--- src/hw/rtl/dsur_ram.sv ---
// Generic one-write, one-read synchronous RAM with registered read data.
// No dependencies.
module dsur_ram #(
	parameter int AW = 4,
	parameter int DW = 64
) (
	input  logic          clk,
	input  logic          we,
	input  logic [AW-1:0] waddr,
	input  logic [DW-1:0] wdata,
	input  logic [AW-1:0] raddr,
	output logic [DW-1:0] rdata
);
	logic [DW-1:0] mem [2**AW];

	always_ff @(posedge clk) begin
		if (we)
			mem[waddr] <= wdata;
		rdata <= mem[raddr];
	end
endmodule

--- config.mk ---
export PLATFORM = sky130hd
export DESIGN_NAME = dsur_ram
export DESIGN_NICKNAME = d
export VERILOG_FILES = /design/src/hw/rtl/dsur_ram.sv
export SDC_FILE = /design/constraint.sdc
export NUM_CORES = 1
export LEC_CHECK = 0
export BUFFER_PORTS_ARGS = -buffer_cell sky130_fd_sc_hd__buf_2
export CAP_MARGIN = 20
export CORE_UTILIZATION = 55
export CTS_CLUSTER_SIZE = 25
export DETAILED_ROUTE_END_ITERATION = 10
export GPL_ROUTABILITY_DRIVEN = 1
export PLACE_DENSITY_LB_ADDON = 0.25
export RECOVER_POWER = 25
export SETUP_SLACK_MARGIN = 0.4
export SYNTH_ARGS = -nofsm -noshare
export SYNTH_HDL_FRONTEND = slang
export SYNTH_SLANG_ARGS = --single-unit
--- constraint.sdc ---
create_clock -name clk -period 20.3 [get_ports clk]
set_clock_uncertainty 0.2 [all_clocks]
set_input_delay 4.06 -clock clk [delete_from_list [all_inputs] [get_ports clk]]
set_output_delay 4.06 -clock clk [all_outputs]
set_load 0.02 [all_outputs]
==> impl_metrics.tcl <==
set metrics [dict create \
    postRouteWirelength_microns 82800 \
    cp-end-kind "flip-flop" \
    vias_per_cell 6.21 \
    yosys.area.top_type "edfxtp_1" \
    num_rows 97 \
    grt_pass1_wl_microns 123000 \
    cts_resized 0 \
    wl_per_cell_microns 28.8 \
    dp_hpwl_microns 38500 \
    synth_area_leaders "edfxtp_1 78%, mux4_2 15%, dfxtp_1 3.2%, a22oi_1 2.4%, nand2_1 0.62%" \
    syn_avg_cell_area_sq_um 24.0 \
    p_leak_nw 14.3 \
    syn_to_final_growth_pct 13.2 \
    root_buffer "clkbuf_16" \
    cp.arrival_ps 7480 \
    ctsHoldBuffers 0 \
    synth-warning-count 0 \
    fill_cells 4671 \
    dp_slack_ps 12410 \
    seq_area_sq_um 32000 \
    worst-path-max-fanout 117 \
    antenna_found_initial 6 \
    power_density_nw_per_um2 104 \
    slowest_stage "buf_4" \
    hp-class "reg2reg" \
    grt_max_degree 118 \
    synth_cells 1647 \
    netlist_area_sq_um 39600 \
    via_count 17900 \
    port_buffers 137 \
    final_cells 2876 \
    final_antenna_net_count 0 \
    die_w_microns 270 \
    grt_overflow_total 0 \
    path_cells "buf_8 > buf_4 > buf_4 > mux4_2 > a22oi_1 > nand2_1" \
    cts_made_buffers 104 \
    syn_nets 1721 \
    drv_cap 0 \
    grt_pass1_vias 19000 \
    synth_cell_types 18 \
    setup_ws_ps 13150 \
    die_h_microns 270 \
    track_usage_pct 23.2 \
    cpPeakStageDelay_ps 1000 \
    core_sq_um 70600 \
    htree_levels 3 \
    worstSetupPathType "in2reg" \
    clk_latency_ps 640 \
    first_iter_violations 1870 \
    setup_violations 0 \
    clk_pin_slew_ps 60 \
    final_max_slew_viol_count 0 \
    place_inst 2676 \
    drtPass1Iterations 5 \
    whs_ps 467 \
    min_period_ps 7150 \
    rsz0062_at_grt "false" \
    worstSetupStartpointType "input port" \
    worst_pin_slew_ps 1140 \
    cts_buffer_depth 3 \
    final_nets 1916 \
    hold_viol 0 \
    design.die.area_sq_um 73000 \
    post_cts_buffers 0 \
    relSlewSlack_pct 23.8 \
    synth_seq_cells 1088 \
    start_util_pct 56.0 \
    drive_above_1_share_pct 28.9 \
    ir_drop_uv 53.5 \
    multi_input_area_sq_um 7230 \
    timing.fmax_ghz 0.140 \
    period_share_pct 35.2 \
    fin_tns_setup_ps 0 \
    post-route-drc-count 0 \
    cts_tree "yes" \
    pin_count 138 \
    ys_seq_area_share_pct 80.9 \
    cts_sinks 1088 \
    status "completed" \
    place_congestion 0.700 \
    yosysTopAreaCellShare_pct 77.7 \
    crit_path_frequent_cell "buf_4" \
    cp.required_ps 20630 \
]
-- cell usage in the layout, fill, tap and decap left out, types with 13 or more instances in the layout --
cell type and count:
nand2_1 65, nor2_4 13, a22oi_1 128, dfxtp_1 64
edfxtp_1 1024, clkbuf_1 68, buf_4 35, clkinv_2 14
buf_2 92, mux4_2 256, clkbuf_16 109, clkinv_1 21
-- layout make-up --
type                            count  area share, %
Antenna cell                        2         0.0112
Timing Repair Buffer              173           2.09
Multi-Input combinational cell    475           16.1
Clock buffer                      146           6.67
Tap cell                          940           2.63
Sequential cell                  1088           71.5
Clock inverter                     52          0.975
-- report_power, final --
part | switching, mW | total, mW | leakage [nW] | internal, mW
combinational | 0.138 | 0.223 | 2.84 | 0.0849
sequential | 0.0164 | 2.53 | 9.79 | 2.51
clock | 0.794 | 1.91 | 1.66 | 1.11
-- kinds of logic (layout without fill, tap and decap cells) --
logic type             Yosys count  after routing  share of synthesized area (%)
AOI/OAI and AO/OA              128            128                           2.43
and+or+nand+nor                 91             91                          0.942
muxes                          256            256                           14.6
buffers and inverters           84            371                           1.14
other                            0              2                              0
DFF                           1088           1088                           80.9
-- per-layer routing --
| layer | share of wire, % | wire length [microns] | vias to the layer above | GRT usage, % |
|---|---|---|---|---|
| met3 | 8.0 | 6600 | 118 | 4.47 |
| met4 | 1.7 | 1420 | 8 | 5.90 |
| met1 | 40 | 33300 | 9536 | 32.3 |
| li1 | - | - | 7452 | - |
| met5 | 0.052 | 43 | - | 0 |
| met2 | 50 | 41500 | 737 | 38.4 |
-- final timing paths --
kind | from | endpoint | slack [ps] | cells past startpoint
worst max-delay path | raddr[1] | rdata[58]$_DFF_P_ | 13150 | 6
worst min-delay path | mem[15][41]$_DFFE_PP_ | rdata[41]$_DFF_P_ | 470 | 3
worst max register to register | mem[10][2]$_DFFE_PP_ | rdata[2]$_DFF_P_ | 18750 | 3
worst min register to register | mem[15][41]$_DFFE_PP_ | rdata[41]$_DFF_P_ | 470 | 3
-- cells in the mapped netlist, drive strengths merged --
cell type  number
edfxtp       1024
mux4          256
a22oi         128
nand2          65
dfxtp          64
buf            48
clkbuf         36
nor2           13
nor3            4
nand2b          2
nand3b          2
nor2b           2
and2            1
nand3           1
or3b            1
-- state kept, by name, indices dropped and copies added (netlist names) --
| name | count |
|---|---|
| rdata | 64 |
| mem | 1024 |
-- metrics by stage --
step / area [sq um] / utilization (%) / power, mW
detailed placement: 41400 / 58.7 / 2.80
global placement: 41400 / 58.7 / 2.80
floorplan: 39600 / - / 2.71
global route: 44800 / 63.4 / 4.79
finish: 44800 / 63.4 / 4.66
CTS: 44900 / 63.5 / 4.69
-- worst max-delay path, delay by kind of cell --
kind / cells / cell delay (ps)
buf+inv: 3 / 2580
mux: 1 / 420
simple gates: 1 / 70
compound gates: 1 / 220
(Power assumes the default switching activity.)
