`config.mk`:
```
export PLATFORM = sky130hd
export DESIGN_NAME = dsur_muldiv
export DESIGN_NICKNAME = d
export VERILOG_FILES = /design/src/hw/rtl/dsur_pkg.sv /design/src/hw/rtl/dsur_muldiv.sv
export SDC_FILE = /design/constraint.sdc
export NUM_CORES = 2
export LEC_CHECK = 0
export ABC_AREA = 1
export BUFFER_PORTS_ARGS = -buffer_cell sky130_fd_sc_hd__buf_2
export CAP_MARGIN = 5
export CORE_AREA = 2 2 356 358
export DETAILED_ROUTE_END_ITERATION = 10
export DIE_AREA = 0 0 358 360
export PLACE_DENSITY = 0.69
export RECOVER_POWER = 100
export SYNTH_ARGS = -nofsm -noshare
export SYNTH_HDL_FRONTEND = slang
export SYNTH_SLANG_ARGS = --single-unit
```
`constraint.sdc`:
```
create_clock -name clk -period 13.1 [get_ports clk]
set_clock_uncertainty 0.05 [all_clocks]
set_input_delay 2.62 -clock clk [delete_from_list [all_inputs] [get_ports clk]]
set_output_delay 2.62 -clock clk [all_outputs]
set_load 0.02 [all_outputs]
```
`src/hw/rtl/dsur_pkg.sv`:
```
// Package for the rotating data stack: command and status codes, widths, depth.
// No dependencies.
package dsur_pkg;
	localparam int STACK_DEPTH = 16;
	localparam int AW = $clog2(STACK_DEPTH);
	localparam int CW = $clog2(STACK_DEPTH + 1);
	localparam int DW = 64;

	localparam logic [3:0] CMD_PUSH = 4'd0;
	localparam logic [3:0] CMD_ADD  = 4'd1;
	localparam logic [3:0] CMD_SUB  = 4'd2;
	localparam logic [3:0] CMD_MUL  = 4'd3;
	localparam logic [3:0] CMD_DIV  = 4'd4;
	localparam logic [3:0] CMD_DUP  = 4'd5;
	localparam logic [3:0] CMD_SWAP = 4'd6;
	localparam logic [3:0] CMD_OUTN = 4'd7;
	localparam logic [3:0] CMD_OUTC = 4'd8;
	localparam logic [3:0] CMD_ROL  = 4'd9;
	localparam logic [3:0] CMD_ROR  = 4'd10;

	localparam logic [1:0] ST_OK    = 2'd0;
	localparam logic [1:0] ST_UNDER = 2'd1;
	localparam logic [1:0] ST_OVER  = 2'd2;
	localparam logic [1:0] ST_DIVZ  = 2'd3;

	localparam logic [1:0] KIND_NONE = 2'd0;
	localparam logic [1:0] KIND_NUM  = 2'd1;
	localparam logic [1:0] KIND_CHAR = 2'd2;

	typedef struct packed {
		logic          start;
		logic [1:0]    op;
		logic [DW-1:0] a;
		logic [DW-1:0] b;
	} dsur_alu_req_t;

	localparam logic [1:0] OP_MUL = 2'd0;
	localparam logic [1:0] OP_DIV = 2'd1;
endpackage

```
`src/hw/rtl/dsur_muldiv.sv`:
```
// Multicycle 64-bit unit: 16x64 partial-product multiply, restoring signed divide.
// Uses dsur_pkg.
module dsur_muldiv (
	input  logic                         clk,
	input  logic                         arst_n,
	input  dsur_pkg::dsur_alu_req_t      req,
	output logic                         done,
	output logic [dsur_pkg::DW-1:0]      res
);
	localparam int DW = dsur_pkg::DW;

	logic          busy_q;
	logic          isdiv_q;
	logic [6:0]    cnt_q;
	logic [DW-1:0] acc_q;
	logic [DW-1:0] mcand_q;
	logic [DW-1:0] mplier_q;
	logic [DW-1:0] rem_q;
	logic          neg_q;
	logic [DW:0]   trial;
	logic [DW-1:0] ua, ub;

	assign ua = req.a[DW-1] ? -req.a : req.a;
	assign ub = req.b[DW-1] ? -req.b : req.b;
	assign trial = {rem_q, mplier_q[DW-1]} - {1'b0, mcand_q};

	always_ff @(posedge clk or negedge arst_n) begin
		if (!arst_n) begin
			busy_q <= 1'b0;
			done   <= 1'b0;
			cnt_q  <= '0;
		end else begin
			done <= 1'b0;
			if (req.start) begin
				busy_q <= 1'b1;
				cnt_q  <= (req.op == dsur_pkg::OP_DIV) ? 7'd64 : 7'd4;
			end else if (busy_q) begin
				cnt_q <= cnt_q - 7'd1;
				if (cnt_q == 7'd1) begin
					busy_q <= 1'b0;
					done   <= 1'b1;
				end
			end
		end
	end

	always_ff @(posedge clk) begin
		if (req.start) begin
			isdiv_q <= (req.op == dsur_pkg::OP_DIV);
			acc_q   <= '0;
			rem_q   <= '0;
			neg_q   <= req.a[DW-1] ^ req.b[DW-1];
			if (req.op == dsur_pkg::OP_DIV) begin
				mcand_q  <= ua;
				mplier_q <= ub;
			end else begin
				mcand_q  <= req.b;
				mplier_q <= req.a;
			end
		end else if (busy_q) begin
			if (isdiv_q) begin
				if (!trial[DW]) begin
					rem_q    <= trial[DW-1:0];
					mplier_q <= {mplier_q[DW-2:0], 1'b1};
				end else begin
					rem_q    <= {rem_q[DW-2:0], mplier_q[DW-1]};
					mplier_q <= {mplier_q[DW-2:0], 1'b0};
				end
			end else begin
				acc_q    <= acc_q + DW'(mcand_q * {48'd0, mplier_q[15:0]});
				mcand_q  <= {mcand_q[DW-17:0], 16'd0};
				mplier_q <= {16'd0, mplier_q[DW-1:16]};
			end
		end
	end

	assign res = isdiv_q ? (neg_q ? -mplier_q : mplier_q) : acc_q;
endmodule

```
==> run summary <==
Total wire length -> 241,400 um
Most common cell in the synthesized netlist -> nand2_1
CTS clk-pin slew, worst paths -> 60 ps
Number of enable flip-flop cells after synthesis -> 130
Clock sink count -> 267
Syn avg cell area -> 6.633 um^2
Final setup TNS -> 0 ps
Mapped cell area -> 55,980 um^2
Final setup fails -> 0
Crit-path cells -> clkbuf_1 > clkinv_1 > buf_4 > nor2_4 > clkbuf_1 > inv_2 > buf_4 > o221ai_1
Crit path largest cell delay -> 2490 ps
H-tree Lvls -> 2
Final ANT Viol Nets -> 0
DR iter-0 viols -> 6,379
Measured slew at the worst slew-check pin -> 4622 ps
WP data arrival -> 10,830 ps
Largest family of logic cells by synthesized area -> adder cells
I/O Pins -> 198
Synth warnings -> 0
Core Area -> 124,900 um^2
Share of cells above drive strength 1 -> 4.256%
CP delay by family, top -> buffers and inverters
Setup Fix Bufs, Post-CTS -> 0
Post-DP HPWL -> 190,200 um
Area leader, netlist -> fa_1
Failing checks -> max-capacitance violations, max-slew violations
RSZ-0062 raised after global routing -> false
Syn Nets -> 9,557
Worst slew margin -> -208.1%
CTS buffer count -> 42
Hold buffer count at CTS -> 0
Drt drc -> 0
Vias -> 56,301
Synth Area in Adders -> 32.92%
DR pass1 iterations -> 6
Slowest CP cell -> clkbuf_1
FMAX -> 95.05 MHz
R2r worst-path depth -> 22
Critical Path Start Type -> input pin
Compound-Gate Fraction of Synth Area -> 9.249%
Synth area leaders -> fa_1 (29%), nand2_1 (15%), inv_1 (15%)
Fin. Hold Viols -> 0
Area share of the largest cell type after synthesis -> 29.14%
IO buf count -> 197
Ys flop type -> edfxtp_1
Antenna violations before repair -> 26
CP max FO -> 65
Slack of the worst reg-to-reg path -> 3000 ps
First-pass GRT wire length -> 357,800 um
Vias in the first global route -> 55,344
DR WL/cell -> 23.97 um
Kind of critical path -> in2reg
Mux contribution to synthesized area -> 0%
Root Driver -> clkbuf_16
Minimum clock period -> 10,520 ps
Post-Synthesis Cells -> 8,440
Worst Hold Depth -> 2
RD Place Congestion -> 1.064
Post-synthesis to final-layout area growth -> 6.129%
Std cell rows -> 130
Clock latency on the worst-skew pair -> 650 ps
Commonest cells in the netlist -> nand2_1 (2,298), inv_1 (2,205), fa_1 (815)
Worst path bufs/invs -> 6
Die H -> 360 um
CTS resizes -> 0
Share of the clock period used by the worst path -> 80.31%
Worst path depth -> 8
Yosys cell types -> 56
Worst EP required -> 13,410 ps
Net total in the final layout -> 9,495
Synth Area in XOR/XNOR -> 2.269%
Post-Synth Simple-Gate Area -> 26.08%
Register area share after synthesis -> 11.95%
Clock Tree Buf Depth -> 3
DIE AREA -> 128,900 um^2
MaxCap Viol Count -> 10
CTS tree -> yes
Initial Util -> 44.81%
Hold/Removal Path Class -> reg2reg
Via density -> 5.590
Async SR Flop Fraction -> 3.371%
Status -> complete, but fails checks
Filler cells -> 13,057
Pin count of the biggest net entering global routing -> 86
Max-slew violations -> 590
CP endpoint kind -> flop
Synthesis-stage register bit count -> 267
Total GRT Usage -> 37.37%
Total congestion overflow -> 0
Die W -> 358 um
## per-stage QoR
stage / hold WS (ps) / cells / worst slack (ps) / cell area (um^2) / util, %
detailed placement: 429.6 / 9984 / 5875 / 58070 / 46.48
CTS: 438.2 / 10062 / 5854 / 59510 / 47.64
global route: 450.8 / 10066 / 2687 / 59400 / 47.55
finish: 434.0 / 10071 / 2580 / 59410 / 47.56
global placement: 422.1 / 9984 / 5868 / 58070 / 46.48
floorplan: 412.1 / 8440 / 6876 / 55980 / -
## layout make-up
| cell class | count | area [um^2] | share of cell area (%) |
|---|---|---|---|
| diodes | 9 | 22.52 | 0.03791 |
| clock buffers | 50 | 1132 | 1.906 |
| clock inverters | 28 | 314.1 | 0.5286 |
| inverters | 2227 | 8362 | 14.07 |
| multi-input cells | 5583 | 39490 | 66.47 |
| flip-flops and latches | 267 | 6691 | 11.26 |
| well taps | 1650 | 2064 | 3.475 |
| repair buffers | 257 | 1334 | 2.245 |
## worst min-delay path, stage by stage, from the launching register on
cell     delay [ps]
dfxtp_1         320
nand2_1          60
a21oi_1          50
## worst paths after layout
kind	to	from
setup / recovery	mplier_q[10]	req[130]
hold / removal	rem_q[3]	rem_q[3]
setup reg to reg	acc_q[63]	mplier_q[2]
hold reg to reg	rem_q[3]	rem_q[3]
max in group asynchronous	cnt_q[6]	arst_n
min in group asynchronous	done	arst_n
## cell families (layout without fill, tap and decap cells)
family          Yosys count  after routing
xor+xnor                145            145
fa+ha+maj               984            984
compound gates          910            910
buf+inv                2590           2562
other cells               0              9
flops                   267            267
simple gates           3544           3544
## layer usage
layer  share of wire, %  routed length [um]  GRT usage (%)
met5              0.039                  93              0
met4                5.3               12830          16.33
met1                 40               96740          51.23
met2                 41               99740          53.96
met3                 13               32020          11.59
## sequential cells by signal, indices dropped and copies added, names as in the netlist
signal / count
done: 1
mcand_q: 64
acc_q: 64
cnt_q: 7
mplier_q: 64
busy_q: 1
isdiv_q: 1
neg_q: 1
rem_q: 64
## cell usage in the layout (no fill, tap or decap), types with 12 or more instances in the layout
| cell type | count |
|---|---|
| inv_1 | 2202 |
| nand2_2 | 13 |
| nand4_1 | 109 |
| or2_2 | 15 |
| xor2_1 | 101 |
| o22ai_1 | 47 |
| buf_2 | 139 |
| nand2_1 | 2297 |
| o221ai_1 | 55 |
| o21ai_1 | 12 |
| dfxtp_1 | 128 |
| nor3_1 | 90 |
| nor2_2 | 22 |
| nor4_1 | 24 |
| edfxtp_1 | 130 |
| buf_4 | 52 |
| clkbuf_1 | 70 |
| ha_1 | 169 |
| fa_1 | 815 |
| a21oi_1 | 352 |
| o21ai_0 | 308 |
| xnor2_1 | 44 |
| o21bai_1 | 41 |
| nand3_1 | 430 |
| o211ai_1 | 43 |
| clkbuf_16 | 43 |
| nor2_1 | 504 |
| inv_2 | 18 |
Power is not shown: default switching activity piles up to over one toggle a cycle in this logic, so the estimate is an artifact.
